==> src/design/vaps_pkg.sv <==
// Shared types, op codes and the sequencer control store for the voice allocator.
package vaps_pkg;

    localparam int VOICE_W = 5;
    localparam int PRIO_W  = 8;
    localparam int MAP_W   = 32;
    localparam int OP_W    = 3;

    localparam logic [OP_W-1:0] OP_ALLOC    = 3'd0;
    localparam logic [OP_W-1:0] OP_ACTIVATE = 3'd1;
    localparam logic [OP_W-1:0] OP_STOP     = 3'd2;
    localparam logic [OP_W-1:0] OP_RETIRE   = 3'd3;
    localparam logic [OP_W-1:0] OP_STOP_ALL = 3'd4;

    typedef struct packed {
        logic        [OP_W-1:0]    op;
        logic signed [PRIO_W-1:0]  req_priority;
        logic        [VOICE_W-1:0] voice_sel;
        logic        [MAP_W-1:0]   ended_mask;
    } item_t;

    typedef struct packed {
        logic               granted;
        logic [VOICE_W-1:0] voice_out;
        logic               stolen;
        logic [MAP_W-1:0]   active_map;
    } result_t;

    // Sequencer steps (control store addresses)
    typedef enum logic [1:0] {
        ST_IDLE     = 2'd0,
        ST_DISPATCH = 2'd1,
        ST_SCAN     = 2'd2,
        ST_FINISH   = 2'd3
    } step_t;

    // Jump conditions: jump to target when true, else fall through to the next step
    typedef enum logic [1:0] {
        C_NO_ACCEPT = 2'd0,
        C_NOT_ALLOC = 2'd1,
        C_NOT_LAST  = 2'd2,
        C_OUT_BUSY  = 2'd3
    } cond_t;

    typedef struct packed {
        cond_t cond;
        step_t target;
        logic  take;    // open the input channel
        logic  misc;    // apply a non-allocate op to the active map
        logic  prime;   // advance the scan address ahead of the first compare
        logic  scan;    // compare one voice, advance the address
        logic  finish;  // commit the grant and load the result register
    } ctrl_t;

    function automatic ctrl_t ucode_rom(input step_t step);
        ctrl_t w;
        w = '{cond: C_NO_ACCEPT, target: ST_IDLE, take: 1'b0, misc: 1'b0,
              prime: 1'b0, scan: 1'b0, finish: 1'b0};
        case (step)
            ST_IDLE: begin
                w.cond   = C_NO_ACCEPT;
                w.target = ST_IDLE;
                w.take   = 1'b1;
            end
            ST_DISPATCH: begin
                w.cond   = C_NOT_ALLOC;
                w.target = ST_FINISH;
                w.misc   = 1'b1;
                w.prime  = 1'b1;
            end
            ST_SCAN: begin
                w.cond   = C_NOT_LAST;
                w.target = ST_SCAN;
                w.scan   = 1'b1;
            end
            ST_FINISH: begin
                w.cond   = C_OUT_BUSY;
                w.target = ST_FINISH;
                w.finish = 1'b1;
            end
            default: begin
                w.cond   = C_NO_ACCEPT;
                w.target = ST_IDLE;
            end
        endcase
        return w;
    endfunction

endpackage

==> src/design/voice_allocator_priority_steal_unit.sv <==
// Voice allocator with priority stealing, run by a four-step microcoded sequencer.
//
//  channel | direction | handshake          | payload
//  --------+-----------+--------------------+-------------------------------------------
//  s_      | in        | s_valid / s_ready  | s_item : op, req_priority, voice_sel, mask
//  m_      | out       | m_valid / m_ready  | m_item : granted, voice_out, stolen, map
//
//  An allocate's result is registered after dispatch, the scan loop with one priority-memory
//  compare per voice, and finish. The next transaction is taken in idle, after finish.
//  Every other op goes from dispatch straight to finish and registers its result there.
//  Reset (aresetn low, synchronous) clears the active map and the priority valid bits;
//  an entry never written reads as priority zero.
//  A result still waiting on m_ready holds the sequencer in its next finish step with s_ready
//  low, so the next result is not loaded until the result register frees.
module voice_allocator_priority_steal_unit #(
    parameter int NUM_VOICES     = 32,
    parameter int RESERVED_VOICE = 31
) (
    input  logic              aclk,
    input  logic              aresetn,
    input  logic              s_valid,
    output logic              s_ready,
    input  vaps_pkg::item_t   s_item,
    output logic              m_valid,
    input  logic              m_ready,
    output vaps_pkg::result_t m_item
);
    import vaps_pkg::*;

    localparam int IDX_W = $clog2(NUM_VOICES);
    localparam logic [IDX_W-1:0]   LAST_IDX = IDX_W'(NUM_VOICES - 1);
    localparam logic [VOICE_W-1:0] RSV_IDX  = VOICE_W'(RESERVED_VOICE);
    localparam logic [VOICE_W:0]   NV_LIM   = (VOICE_W + 1)'(NUM_VOICES);

    // Sequencer
    step_t upc_reg, upc_next;
    ctrl_t uc;
    logic  jump;

    // Latched transaction and scan datapath
    item_t                     item_reg;
    logic [IDX_W-1:0]          idx_reg;
    logic [IDX_W-1:0]          pidx_reg;
    logic signed [PRIO_W-1:0]  rdata_reg;
    logic                      rvld_reg;
    logic signed [PRIO_W-1:0]  best_reg;
    logic                      free_found_reg;
    logic [IDX_W-1:0]          free_idx_reg;
    logic                      steal_found_reg;
    logic [IDX_W-1:0]          steal_idx_reg;

    // Voice state
    logic [NUM_VOICES-1:0]     active_reg, active_next;
    logic [NUM_VOICES-1:0]     pvld_reg;
    logic signed [PRIO_W-1:0]  prio_mem [NUM_VOICES];

    // Result register
    logic    m_valid_reg, m_valid_next;
    result_t m_item_reg, res;

    logic                     accept, out_free, is_alloc, misc_en, commit;
    logic                     grant, do_grant;
    logic [IDX_W-1:0]         pick;
    logic signed [PRIO_W-1:0] eval_prio;
    logic                     eval_rsv, eval_act;
    logic                     sel_ok;
    logic [MAP_W-1:0]         map_full;

    // Fetch the control word for the current step
    always_comb begin
        uc = ucode_rom(upc_reg);
    end

    assign accept   = s_valid && s_ready;
    assign out_free = !m_valid_reg || m_ready;
    assign is_alloc = (item_reg.op == OP_ALLOC);

    // Next step: conditional jump or fall through
    always_comb begin
        case (uc.cond)
            C_NO_ACCEPT: jump = !accept;
            C_NOT_ALLOC: jump = !is_alloc;
            C_NOT_LAST:  jump = (pidx_reg != LAST_IDX);
            C_OUT_BUSY:  jump = !out_free;
            default:     jump = 1'b0;
        endcase
        upc_next = jump ? uc.target : step_t'(upc_reg + 2'd1);
    end

    // Control outputs and datapath decode
    always_comb begin
        s_ready   = uc.take;
        misc_en   = uc.misc && !is_alloc;
        commit    = uc.finish && out_free;

        // Voice under compare this cycle; an unwritten entry counts as priority zero
        eval_prio = rvld_reg ? rdata_reg : '0;
        eval_rsv  = (VOICE_W'(pidx_reg) == RSV_IDX);
        eval_act  = active_reg[pidx_reg];

        // A free voice always wins over a steal candidate
        grant     = free_found_reg || steal_found_reg;
        do_grant  = is_alloc && grant;
        pick      = free_found_reg ? free_idx_reg : steal_idx_reg;
        sel_ok    = ({1'b0, item_reg.voice_sel} < NV_LIM);
    end

    // Active map update: single-voice and bulk ops in dispatch, the grant in finish
    always_comb begin
        active_next = active_reg;
        if (misc_en) begin
            case (item_reg.op)
                OP_ACTIVATE: begin
                    if (sel_ok) active_next[item_reg.voice_sel[IDX_W-1:0]] = 1'b1;
                end
                OP_STOP: begin
                    if (sel_ok) active_next[item_reg.voice_sel[IDX_W-1:0]] = 1'b0;
                end
                OP_RETIRE:   active_next = active_reg & ~item_reg.ended_mask[NUM_VOICES-1:0];
                OP_STOP_ALL: active_next = '0;
                default:     active_next = active_reg;
            endcase
        end
        if (commit && do_grant) begin
            active_next[pick] = 1'b1;
        end
    end

    // Result assembled from the committed state
    always_comb begin
        map_full                   = '0;
        map_full[NUM_VOICES-1:0]   = active_next;
        res.granted                = do_grant;
        res.voice_out              = do_grant ? VOICE_W'(pick) : '0;
        res.stolen                 = do_grant && !free_found_reg;
        res.active_map             = map_full;
    end

    always_comb begin
        m_valid_next = m_valid_reg;
        if (commit) begin
            m_valid_next = 1'b1;
        end else if (m_ready) begin
            m_valid_next = 1'b0;
        end
    end

    // Control state
    always_ff @(posedge aclk) begin
        if (!aresetn) begin
            upc_reg         <= ST_IDLE;
            m_valid_reg     <= 1'b0;
            active_reg      <= '0;
            pvld_reg        <= '0;
            free_found_reg  <= 1'b0;
            steal_found_reg <= 1'b0;
        end else begin
            upc_reg     <= upc_next;
            m_valid_reg <= m_valid_next;
            active_reg  <= active_next;
            if (commit && do_grant) begin
                pvld_reg[pick] <= 1'b1;
            end
            if (accept) begin
                free_found_reg  <= 1'b0;
                steal_found_reg <= 1'b0;
            end else if (uc.scan && !eval_rsv) begin
                if (!eval_act && !free_found_reg) free_found_reg <= 1'b1;
                if (eval_prio < best_reg)         steal_found_reg <= 1'b1;
            end
        end
    end

    // Payload and scan datapath
    always_ff @(posedge aclk) begin
        if (accept) begin
            item_reg <= s_item;
            idx_reg  <= '0;
            best_reg <= s_item.req_priority;
        end else begin
            if (uc.prime || (uc.scan && idx_reg != LAST_IDX)) begin
                idx_reg <= idx_reg + IDX_W'(1);
            end
            if (uc.scan && !eval_rsv) begin
                if (!eval_act && !free_found_reg) free_idx_reg <= pidx_reg;
                if (eval_prio < best_reg) begin
                    best_reg      <= eval_prio;
                    steal_idx_reg <= pidx_reg;
                end
            end
        end
        // The read is registered, so it runs in the cycle before its compare
        pidx_reg <= idx_reg;
        rvld_reg <= pvld_reg[idx_reg];
        if (commit) begin
            m_item_reg <= res;
        end
    end

    // Priority memory: one write port, one registered read port
    always_ff @(posedge aclk) begin
        if (commit && do_grant) begin
            prio_mem[pick] <= item_reg.req_priority;
        end
        rdata_reg <= prio_mem[idx_reg];
    end

    assign m_valid = m_valid_reg;
    assign m_item  = m_item_reg;

`ifndef ASSERT_OFF
    // An accepted transaction always moves the sequencer to dispatch
    a_accept_dispatch: assert property (@(posedge aclk) disable iff (!aresetn)
        (s_valid && s_ready) |=> (upc_reg == ST_DISPATCH))
        else $error("sequencer did not dispatch after accept");

    // A steal is only ever reported alongside a grant
    a_stolen_granted: assert property (@(posedge aclk) disable iff (!aresetn)
        m_valid |-> (!m_item.stolen || m_item.granted))
        else $error("stolen without grant");

    // The granted voice is active in the reported map
    a_grant_active: assert property (@(posedge aclk) disable iff (!aresetn)
        (m_valid && m_item.granted) |-> m_item.active_map[m_item.voice_out])
        else $error("granted voice not active");

    // The reserved voice is never handed out
    a_no_reserved: assert property (@(posedge aclk) disable iff (!aresetn)
        (m_valid && m_item.granted) |-> (m_item.voice_out != RSV_IDX))
        else $error("reserved voice granted");
`endif

endmodule

==> config.mk <==
export PLATFORM = sky130hd
export DESIGN_NAME = voice_allocator_priority_steal_unit
export DESIGN_NICKNAME = d
export VERILOG_FILES = /design/src/design/vaps_pkg.sv /design/src/design/voice_allocator_priority_steal_unit.sv
export SDC_FILE = /design/constraint.sdc
export NUM_CORES = 1
export LEC_CHECK = 0
export BUFFER_PORTS_ARGS = -buffer_cell sky130_fd_sc_hd__clkbuf_2
export CORE_ASPECT_RATIO = 1.4
export CORE_MARGIN = 2
export CORE_UTILIZATION = 45
export DETAILED_ROUTE_END_ITERATION = 7
export PLACE_DENSITY = 0.69
export SYNTH_ARGS = -nofsm -noshare
export SYNTH_HDL_FRONTEND = slang
export SYNTH_SLANG_ARGS = --single-unit
==> constraint.sdc <==
create_clock -name aclk -period 3.92 [get_ports aclk]
set_input_delay 0.196 -clock aclk [delete_from_list [all_inputs] [get_ports aclk]]
set_output_delay 0.196 -clock aclk [all_outputs]
set_load 0.01 [all_outputs]
# After elaboration in Yosys (flattened, before gate mapping)
# Memories as Yosys holds them, arrays and structs flattened. A register that Yosys moved wholly into a read port is not among the register bits.
# Index checks and enable logic that the tools add are counted.
# totals
regBits	185
ramBits	256
inputBits	52
wordCells	112
mem_count	1
# mem_list
memory	words	width	rd	rd_clocked_by_memory_dff	wr	line	rtl
prio_mem	32	8	1	1	1	voice_allocator_priority_steal_unit.sv:55	logic signed [PRIO_W-1:0] prio_mem [NUM_VOICES];
# classes
n_addsub	2
order_cmp	7
eq_ne	13
mux	27
bitwise	9
n_reduce_logical	33
# ops
operator	n
$pmux W32 S4	1
$or A32 B32 Y32	3
$and A32 B32 Y32	2
$mux W32	2
$not A32 Y32	2
$mux W8	4
$lt A5 B6 Y1 const B	4
$pmux W4 S4	1
$logic_and A1 B1 Y1	11
$mux W1	11
$bmux W1 S5	2
$demux W1 S5	2
$ge A5 B1 Y1 const B	2
$ne A5 B5 Y1 const B	2
$eq A2 B2 Y1 const B	4
$lt A8 B8 Y1	1
$logic_not A1 Y1	7
$eq A3 B2 Y1 const B	2
$reduce_and A2 Y1	3
$reduce_and A3 Y1	2
$reduce_bool A2 Y1	3
$add A5 B1 Y5 const B	1
$eq A5 B5 Y1 const B	1
$mux W5	1
11 further kinds	17

# Longest topological paths before layout
# Gate-level depths: netlist of run 1.
# logic_depth
depth_word	10
mapped_depth	9
ltp_nobuf	8

# Worst setup path after synthesis of run 1
# OpenSTA, ideal clock, no wires.
# synth_timing
path_type	register to register
startpoint	reg upc_reg[0]
endpoint	mem prio_mem[27][0] (enable)
t_arrival_ps	3597
setup_slack_ps	-5
path_stages_with_launch	6
n_path_buf	0
path_cell_list	dfxtp_1 -> ha_1 -> nor2b_1 -> nand3_1 -> or2_2 -> inv_1
# synth_via
elab_chain_len	6
# synth_lines
element	line	rtl
start: declaration	voice_allocator_priority_steal_unit.sv:36	step_t upc_reg, upc_next;
start signal: assignment	voice_allocator_priority_steal_unit.sv:158	upc_reg <= upc_next;
$eq A2 B2 Y1	vaps_pkg.sv:59	case (step)
$mux W1	vaps_pkg.sv:59	
$logic_and A1 B1 Y1	voice_allocator_priority_steal_unit.sv:94	commit = uc.finish && out_free;
via commit	voice_allocator_priority_steal_unit.sv:61	logic accept, out_free, is_alloc, misc_en, commit;
$logic_and A1 B1 Y1	voice_allocator_priority_steal_unit.sv:202	if (commit && do_grant) begin
$mux W1	voice_allocator_priority_steal_unit.sv:202	
$mux W1 (not written as such)	voice_allocator_priority_steal_unit.sv:203	prio_mem[pick] <= item_reg.req_priority;
end: declaration	voice_allocator_priority_steal_unit.sv:55	
# The timed path passes the listed nets, and every way through them passes these cells.

# Worst setup path after layout of run 1
# layout_timing
startpoint	reg item_reg[46] (netlist name)
endpoint	mem prio_mem[13][6] (enable)
# layout_via
elab_chain_len	5
# layout_lines
element	line	rtl
start: declaration	voice_allocator_priority_steal_unit.sv:41	item_t item_reg;
start signal: assignment	voice_allocator_priority_steal_unit.sv:177	item_reg <= s_item;
$logic_not A3 Y1	voice_allocator_priority_steal_unit.sv:76	assign is_alloc = (item_reg.op == OP_ALLOC);
$logic_and A1 B1 Y1	voice_allocator_priority_steal_unit.sv:103	do_grant = is_alloc && grant;
$logic_and A1 B1 Y1	voice_allocator_priority_steal_unit.sv:202	
$mux W1	voice_allocator_priority_steal_unit.sv:202	
$mux W1 (not written as such)	voice_allocator_priority_steal_unit.sv:203	
# Every way passes these cells.

==> impl_results.md, run 1 <==
- Minimum clock period after layout: 3.23 ns
- Share of cells above drive strength 1: between 20 and 30%
- Sink Count: 449
- Tcrit/Tclk final: 82.4%
- CTS tree: yes
- Cell Area, Synth: 18100 µm²
- Worst Tran Pin Value: 1.25 ns
- Logic pwr share: 20.6%
- Fillers: 3072
- Synth Flop Type: edfxtp_1
- Antenna-violating nets left: 0
- Max frequency: about 0.31 GHz
- Reg2Reg Setup Slack: 0.69 ns
- IO Count: 93
- Later-pin clock latency in the skew report: 0.54 ns
- GR Util All Layers: between 20 and 25%
- Critical path type: reg2reg
- Switching Share: 28.2%
- LEAKAGE: 7.22 nW
- First-pass GRT wire length: about 66 mm
- Core Rows: 86
- Syn Inst Count: 1072
- Most common cell in the synthesized netlist: edfxtp_1
- Hold Crit Class: in2reg
- CP max FO: 10
- Total core area: just under 40000 µm²
- Die area: 41800 µm²
- H-tree levels: 2
- Syn avg cell area: 16.8 µm²
- Count of flip-flops with a built-in enable after synthesis: 361
- Initial core utilization: 45.7%
- Mux contribution to synthesized area: 13.1%
- Design Area, Final: ~21000 µm²
- Gr ovfl total: 0
- Crit path DAT: 3.41 ns
- Die Width: 173 µm
- Clock Path Buffers: 3
- GPL Wtd Cong: 0.902
- Fin nets: 1306
- Largest family of logic cells by synthesized area: multiplexers
- Mean number of vias per cell: 5.75
- Syn. warnings: 0
- Inst Count DP: between 1500 and 2000
- RSZ-0062 raised after global routing: no
- Max Transition Viols Final: 0
- Max transition margin: 16.4%
- Final Hold Vio Count: 0
- Peak VDD IR: ~390 µV
- Total Power: approximately 12 mW
- Max-cap viol count: 0
- Placed wire-length estimate: 29.7 mm
- Largest register FFs: about 260
- Largest cells by area after synthesis: edfxtp_1 (60%), mux4_2 (12%), dfxtp_1 (9.8%)
- Asr flop ratio synth: 0%
- Wire length per cell: 24.5 µm
- DIE HEIGHT: approximately 240 µm
- Sequential share of power: 48.4%
- DR DRC count: 0
- Compound-Gate Fraction of Synth Area: 6.70%
- Via count: approximately 10000
- Seq cells post-synth: 449
- Root buf cell: clkbuf_16
- Count of input and output buffers: 92
- Crit path required time: ~4.1 ns
- Initial antenna violation count: 1
- XOR/XNOR share of the synthesized area: 0.146%
- Critical path endpoint category: flip-flop
- Pint: 8.91 mW
- Final Skew: 0.0125 ns
- Non-Filler Instances: 1798
- Share of the synthesized area in the top cell type: 60.0%
- Outcome: finished, final reports clean
- Clock transition at the registers of the reported paths: 0.07 ns
- Largest net degree at the start of global routing: between 50 and 60
- Post-synth top area cell: edfxtp_1
- CP Launch Type: flip-flop
- Unique masters post-synth: 61
- Post-Synth Simple-Gate Area: roughly 7.2%
- Adder-Cell Fraction of Synth Area: between 1 and 1.5%
- Clock share of power: 31.0%
- Total Wirelength: ~44 mm
- Setup TNS: 0 ns
- Cell Pwr Density: 588 nW/µm²
- Post-synth top cells: edfxtp_1 (361), mux4_2 (94), nor2_1 (89)
- # setup viols final: 0
- Post-Place Cell Area: about 19000 µm²
- DR pass1 iterations: 5
- Post-synthesis sequential area ratio: between 60% and 70%
- Sw Pwr: ~3.5 mW
- Vias in the first global route: 10700
- Detailed Route Iter0 Violations: 807
- Num CTS Buffers: 38
- Syn_nets: 1139
- Area added between synthesis and finish: 16.9%
-- placed cells by master, fill, tap and decap left out, drive strengths merged, types with 10 or more instances in the layout --
cell type,count
a21oi,18
a221oi,24
a31oi,29
and2,35
buf,52
clkbuf,145
clkinv,10
dfxtp,88
dlygate4sd3,48
edfxtp,361
ha,15
inv,20
mux2,13
mux2i,10
mux4,94
nand2,38
nor2,89
nor4,16
o21a,25
o21ai,11
o21bai,15
or2,10
-- power by group through the flow --
stage	Sequential [mW]	Combinational, mW	Clock, mW
3_3_place_gp	6.09	2.51	0
2_1_floorplan	5.98	1.68	0
6_report	6.01	2.56	3.84
3_5_place_dp	6.10	2.52	0
5_1_grt	6.05	2.72	4.07
4_1_cts	6.01	2.57	3.90
-- metrics by stage --
| step | hold WS [ns] | worst slack (ns) | utilization (%) |
|---|---|---|---|
| after detailed placement | 0.375 | 0.656 | 49.0 |
| final | 0.0638 | 0.690 | 53.4 |
| after global placement | 0.374 | 0.778 | 49.0 |
| after global routing | 0.0809 | 0.562 | 53.4 |
| after floorplan | 0.295 | 0.908 | - |
| after CTS | 0.0436 | 0.696 | 53.4 |
-- final timing paths --
| check | to | cells after the start | startpoint |
|---|---|---|---|
| max reg2reg | prio_mem[13][6] | 4 | item_reg[46] |
| min reg2reg | pvld_reg[0] | 1 | pvld_reg[0] |
| min | m_valid | 4 | m_ready |
| max | prio_mem[13][6] | 4 | item_reg[46] |
-- per-layer routing --
layer  up-vias  share of wire (%)  track usage [%]
met3       118                4.6             2.50
li1       4576                  -                -
met4         0                5.6             12.1
met2       430                 55             40.2
met5         -                  0                0
met1      5218                 35             23.8
-- what timing repair did --
item                                   CTS  global route
gates resized for setup                  0             0
buffers inserted                         0             0
endpoints found under the hold margin   56             0
hold buffers                            48             0
setup endpoints to repair                0             0
-- worst max-delay path, stage by stage, from the launching register on --
cell      delay (ns)
edfxtp_1        0.50
or3_4           0.47
or4b_4          0.64
or3_1           0.63
nor2_1          0.62
-- area by class of cell --
class	instances	area (µm²)	area share, %
Clock inverter	17	165	0.783
Timing Repair Buffer	192	1340	6.37
Antenna cell	1	2.50	0.0119
Multi-Input combinational cell	538	5140	24.4
Clock buffer	53	1100	5.22
Sequential cell	449	12600	59.8
Tap cell	528	661	3.13
Inverter	20	75.1	0.356
-- cells by family (layout without fill, tap and decap cells) --
logic type	count (synthesis)	after routing
simple gates	243	243
flops	449	449
xor+xnor	3	3
mux	117	117
buf+inv	85	282
fa+ha+maj	15	15
compound gates	160	160
other cells	0	1
Note: power is estimated with default switching activity, not from simulation.
==> inputs of run 2 (changes only) <==
PLACE_DENSITY = 0.67   (was 0.69)
clock period = 3.2 ns   (was 3.92 ns; I/O delays follow)
==> impl_results.md, run 2 (synthesis results as in run 1) <==
- Outcome: finished, final reports clean
- Count of input and output buffers: 92 (unchanged)
- Min-Delay Path Depth: 4 (unchanged)
- Die Width: 173 µm (unchanged)
- Pint: 11.0 mW (+24%)
- WP buf/inv: 1 (+1)
- Capture point of the worst reg-to-reg path: prio_mem[15][1]
- Peak VDD IR: 548 µV (+39%)
- RSZ-0062 raised after global routing: no
- Worst path slowest cell: or3_1
- Worst setup margin: 0.390 ns (-0.299 ns)
- Levels on crit path: 5 (+1)
- Post-CTS Setup Bufs: 0 (unchanged)
- GPL Wtd Cong: 0.896 (-0.62%)
- Clock share of power: 30.6% (-0.4 points)
- Later-pin clock latency in the skew report: 0.54 ns (about the same)
- Placed wire-length estimate: 30.1 mm (+1.4%)
- Num CTS Buffers: 39 (+2.6%)
- Crit path required time: 3.44 ns (-0.66 ns)
- Setup TNS: 0 ns (unchanged)
- Switching Share: 28.4% (+0.20 points)
- Area added between synthesis and finish: 18.3%
- Max transition margin: 20.2% (+3.9 points)
- Gr ovfl total: 0 (unchanged)
- LEAKAGE: 7.42 nW (+2.7%)
- Sequential share of power: 47.9% (-0.5 points)
- Reg2Reg Depth: 5 (+1)
- Largest register FFs: 256 (unchanged)
- Worst R2R Start: item_reg[46]
- Die area: 41800 µm² (unchanged)
- Largest net degree at the start of global routing: 50 (-14%)
- Vias in the first global route: 10600 (-0.70%)
- Max-cap viol count: 0 (unchanged)
- Mean number of vias per cell: 5.70 (-0.84%)
- Final Skew: 0.0149 ns (+0.00243 ns)
- CP max stage delay: 0.59 ns (-0.05 ns)
- Tcrit/Tclk final: 87.8% (+5.4 points)
- DR pass1 iterations: 5 (unchanged)
- IO Count: 93 (unchanged)
- Minimum clock period after layout: 2.81 ns (-0.421 ns)
- Worst hold slack: 0.0740 ns (+0.0102 ns)
- Root buf cell: clkbuf_16
- CP max FO: 9 (-1)
- Critical path, cell by cell: or3_4 -> or4b_4 -> or3_1 -> nor2_1 -> buf_4
- Via count: 10400 (+0.87%)
- Initial antenna violation count: 0 (-1)
- Sink Count: 449 (unchanged)
- Critical path endpoint category: flip-flop
- Share of cells above drive strength 1: 30.3% (+2.1 points)
- Sw Pwr: 4.36 mW (+25%)
- DIE HEIGHT: 241 µm (unchanged)
- Hold endpoint: m_valid
- Worst slack at placement: 0.419 ns (-0.237 ns)
- Logic pwr share: 21.5% (+0.9 points)
- Initial core utilization: 45.7% (unchanged)
- Reg2Reg Setup Slack: 0.39 ns (-0.30 ns)
- Antenna-violating nets left: 0 (unchanged)
- Wire length per cell: 24.2 µm (-1.4%)
- # setup viols final: 0 (unchanged)
- Core Rows: 86 (unchanged)
- Non-Filler Instances: 1829 (+1.7%)
- Total Wirelength: 44.2 mm (+0.25%)
- CTS tree: yes
- DR DRC count: 0 (unchanged)
- Total core area: 39500 µm² (unchanged)
- Highest-count cells in the layout ignoring fill and taps: edfxtp_1 (361), mux4_2 (94), clkbuf_2 (92)
- Crit path DAT: 3.04 ns (-0.37 ns)
- Hold Crit Class: in2reg
- First-pass GRT wire length: 65.5 mm (-1.3%)
- Diodes inserted: 0 (-1)
- CP Launch Type: flip-flop
- Clock transition at the registers of the reported paths: 0.07 ns (about the same)
- Fin nets: 1338 (+2.5%)
- Most common cell after layout, fill and taps aside: edfxtp_1
- Max frequency: 0.356 GHz (+15%)
- Final Hold Vio Count: 0 (unchanged)
- Clock Path Buffers: 3 (unchanged)
- Inst Count DP: 1710 (+1.8%)
- GR Util All Layers: 21.3% (-0.21 points)
- Hold_sp: m_ready
- H-tree levels: 2 (unchanged)
- Critical path type: reg2reg
- Worst Tran Pin Value: 1.20 ns (-0.0578 ns)
- Total Power: 15.4 mW (+24%)
- Cell Pwr Density: 720 nW/µm² (+23%)
- Max Transition Viols Final: 0 (unchanged)
- Detailed Route Iter0 Violations: 741 (-8.2%)
- CP top delay family: simple AND/OR/NAND/NOR gates
## run 2: power groups by stage
| stage | Combinational, mW | Sequential, mW | Clock, mW |
|---|---|---|---|
| after detailed placement | 3.28 | 7.49 | 0 |
| after floorplan | 2.06 | 7.33 | 0 |
| after global placement | 3.25 | 7.48 | 0 |
| after global routing | 3.52 | 7.42 | 4.97 |
| final | 3.31 | 7.37 | 4.70 |
| after CTS | 3.33 | 7.37 | 4.77 |
## run 2: how the worst max path moves through the flow
stage / from / endpoint
floorplan: upc_reg[0] / prio_mem[27][0]
global placement: item_reg[46] / prio_mem[13][1]
detailed placement: item_reg[46] / prio_mem[15][7]
CTS: item_reg[46] / prio_mem[15][1]
global route: item_reg[46] / prio_mem[15][5]
finish: item_reg[46] / prio_mem[15][1]
## run 2: stage by stage
| stage | instance area [µm²] | utilization [%] |
|---|---|---|
| 6_report | 21400 | 54.1 |
| 5_1_grt | 21400 | 54.1 |
| 4_1_cts | 21400 | 54.1 |
| 3_5_place_dp | 19600 | 49.6 |
| 3_3_place_gp | 19600 | 49.6 |
| 2_1_floorplan | 18100 | - |
## run 2: cell type report
cell class,count,area (µm²)
clock buffer,52,1120
sequential,449,12600
tap,528,661
clock inverter,19,156
timing repair buffer,223,1600
fill,3095,18100
inverter,20,75.1
multi-input combinational,538,5140
## run 2: routing by layer
metal  track usage, %  wire length, µm  vias to the layer above
met5                0                0                        -
met4             11.9             2550                        0
met3             2.57             2010                      120
met2             39.4            23700                      394
met1             24.0            15900                     5279
li1                 -                -                     4639
## run 2: worst register-to-register path, cell delays in order (launching register included)
cell and delay [ns]:
edfxtp_1 0.49, or3_4 0.46, or4b_4 0.57, or3_1 0.60
nor2_1 0.19, buf_4 0.20
## run 2: timing repair
| item | in CTS | in global routing |
|---|---|---|
| gates resized for setup | 0 | 0 |
| hold buffers | 48 | 0 |
| hold endpoints to repair | 56 | 0 |
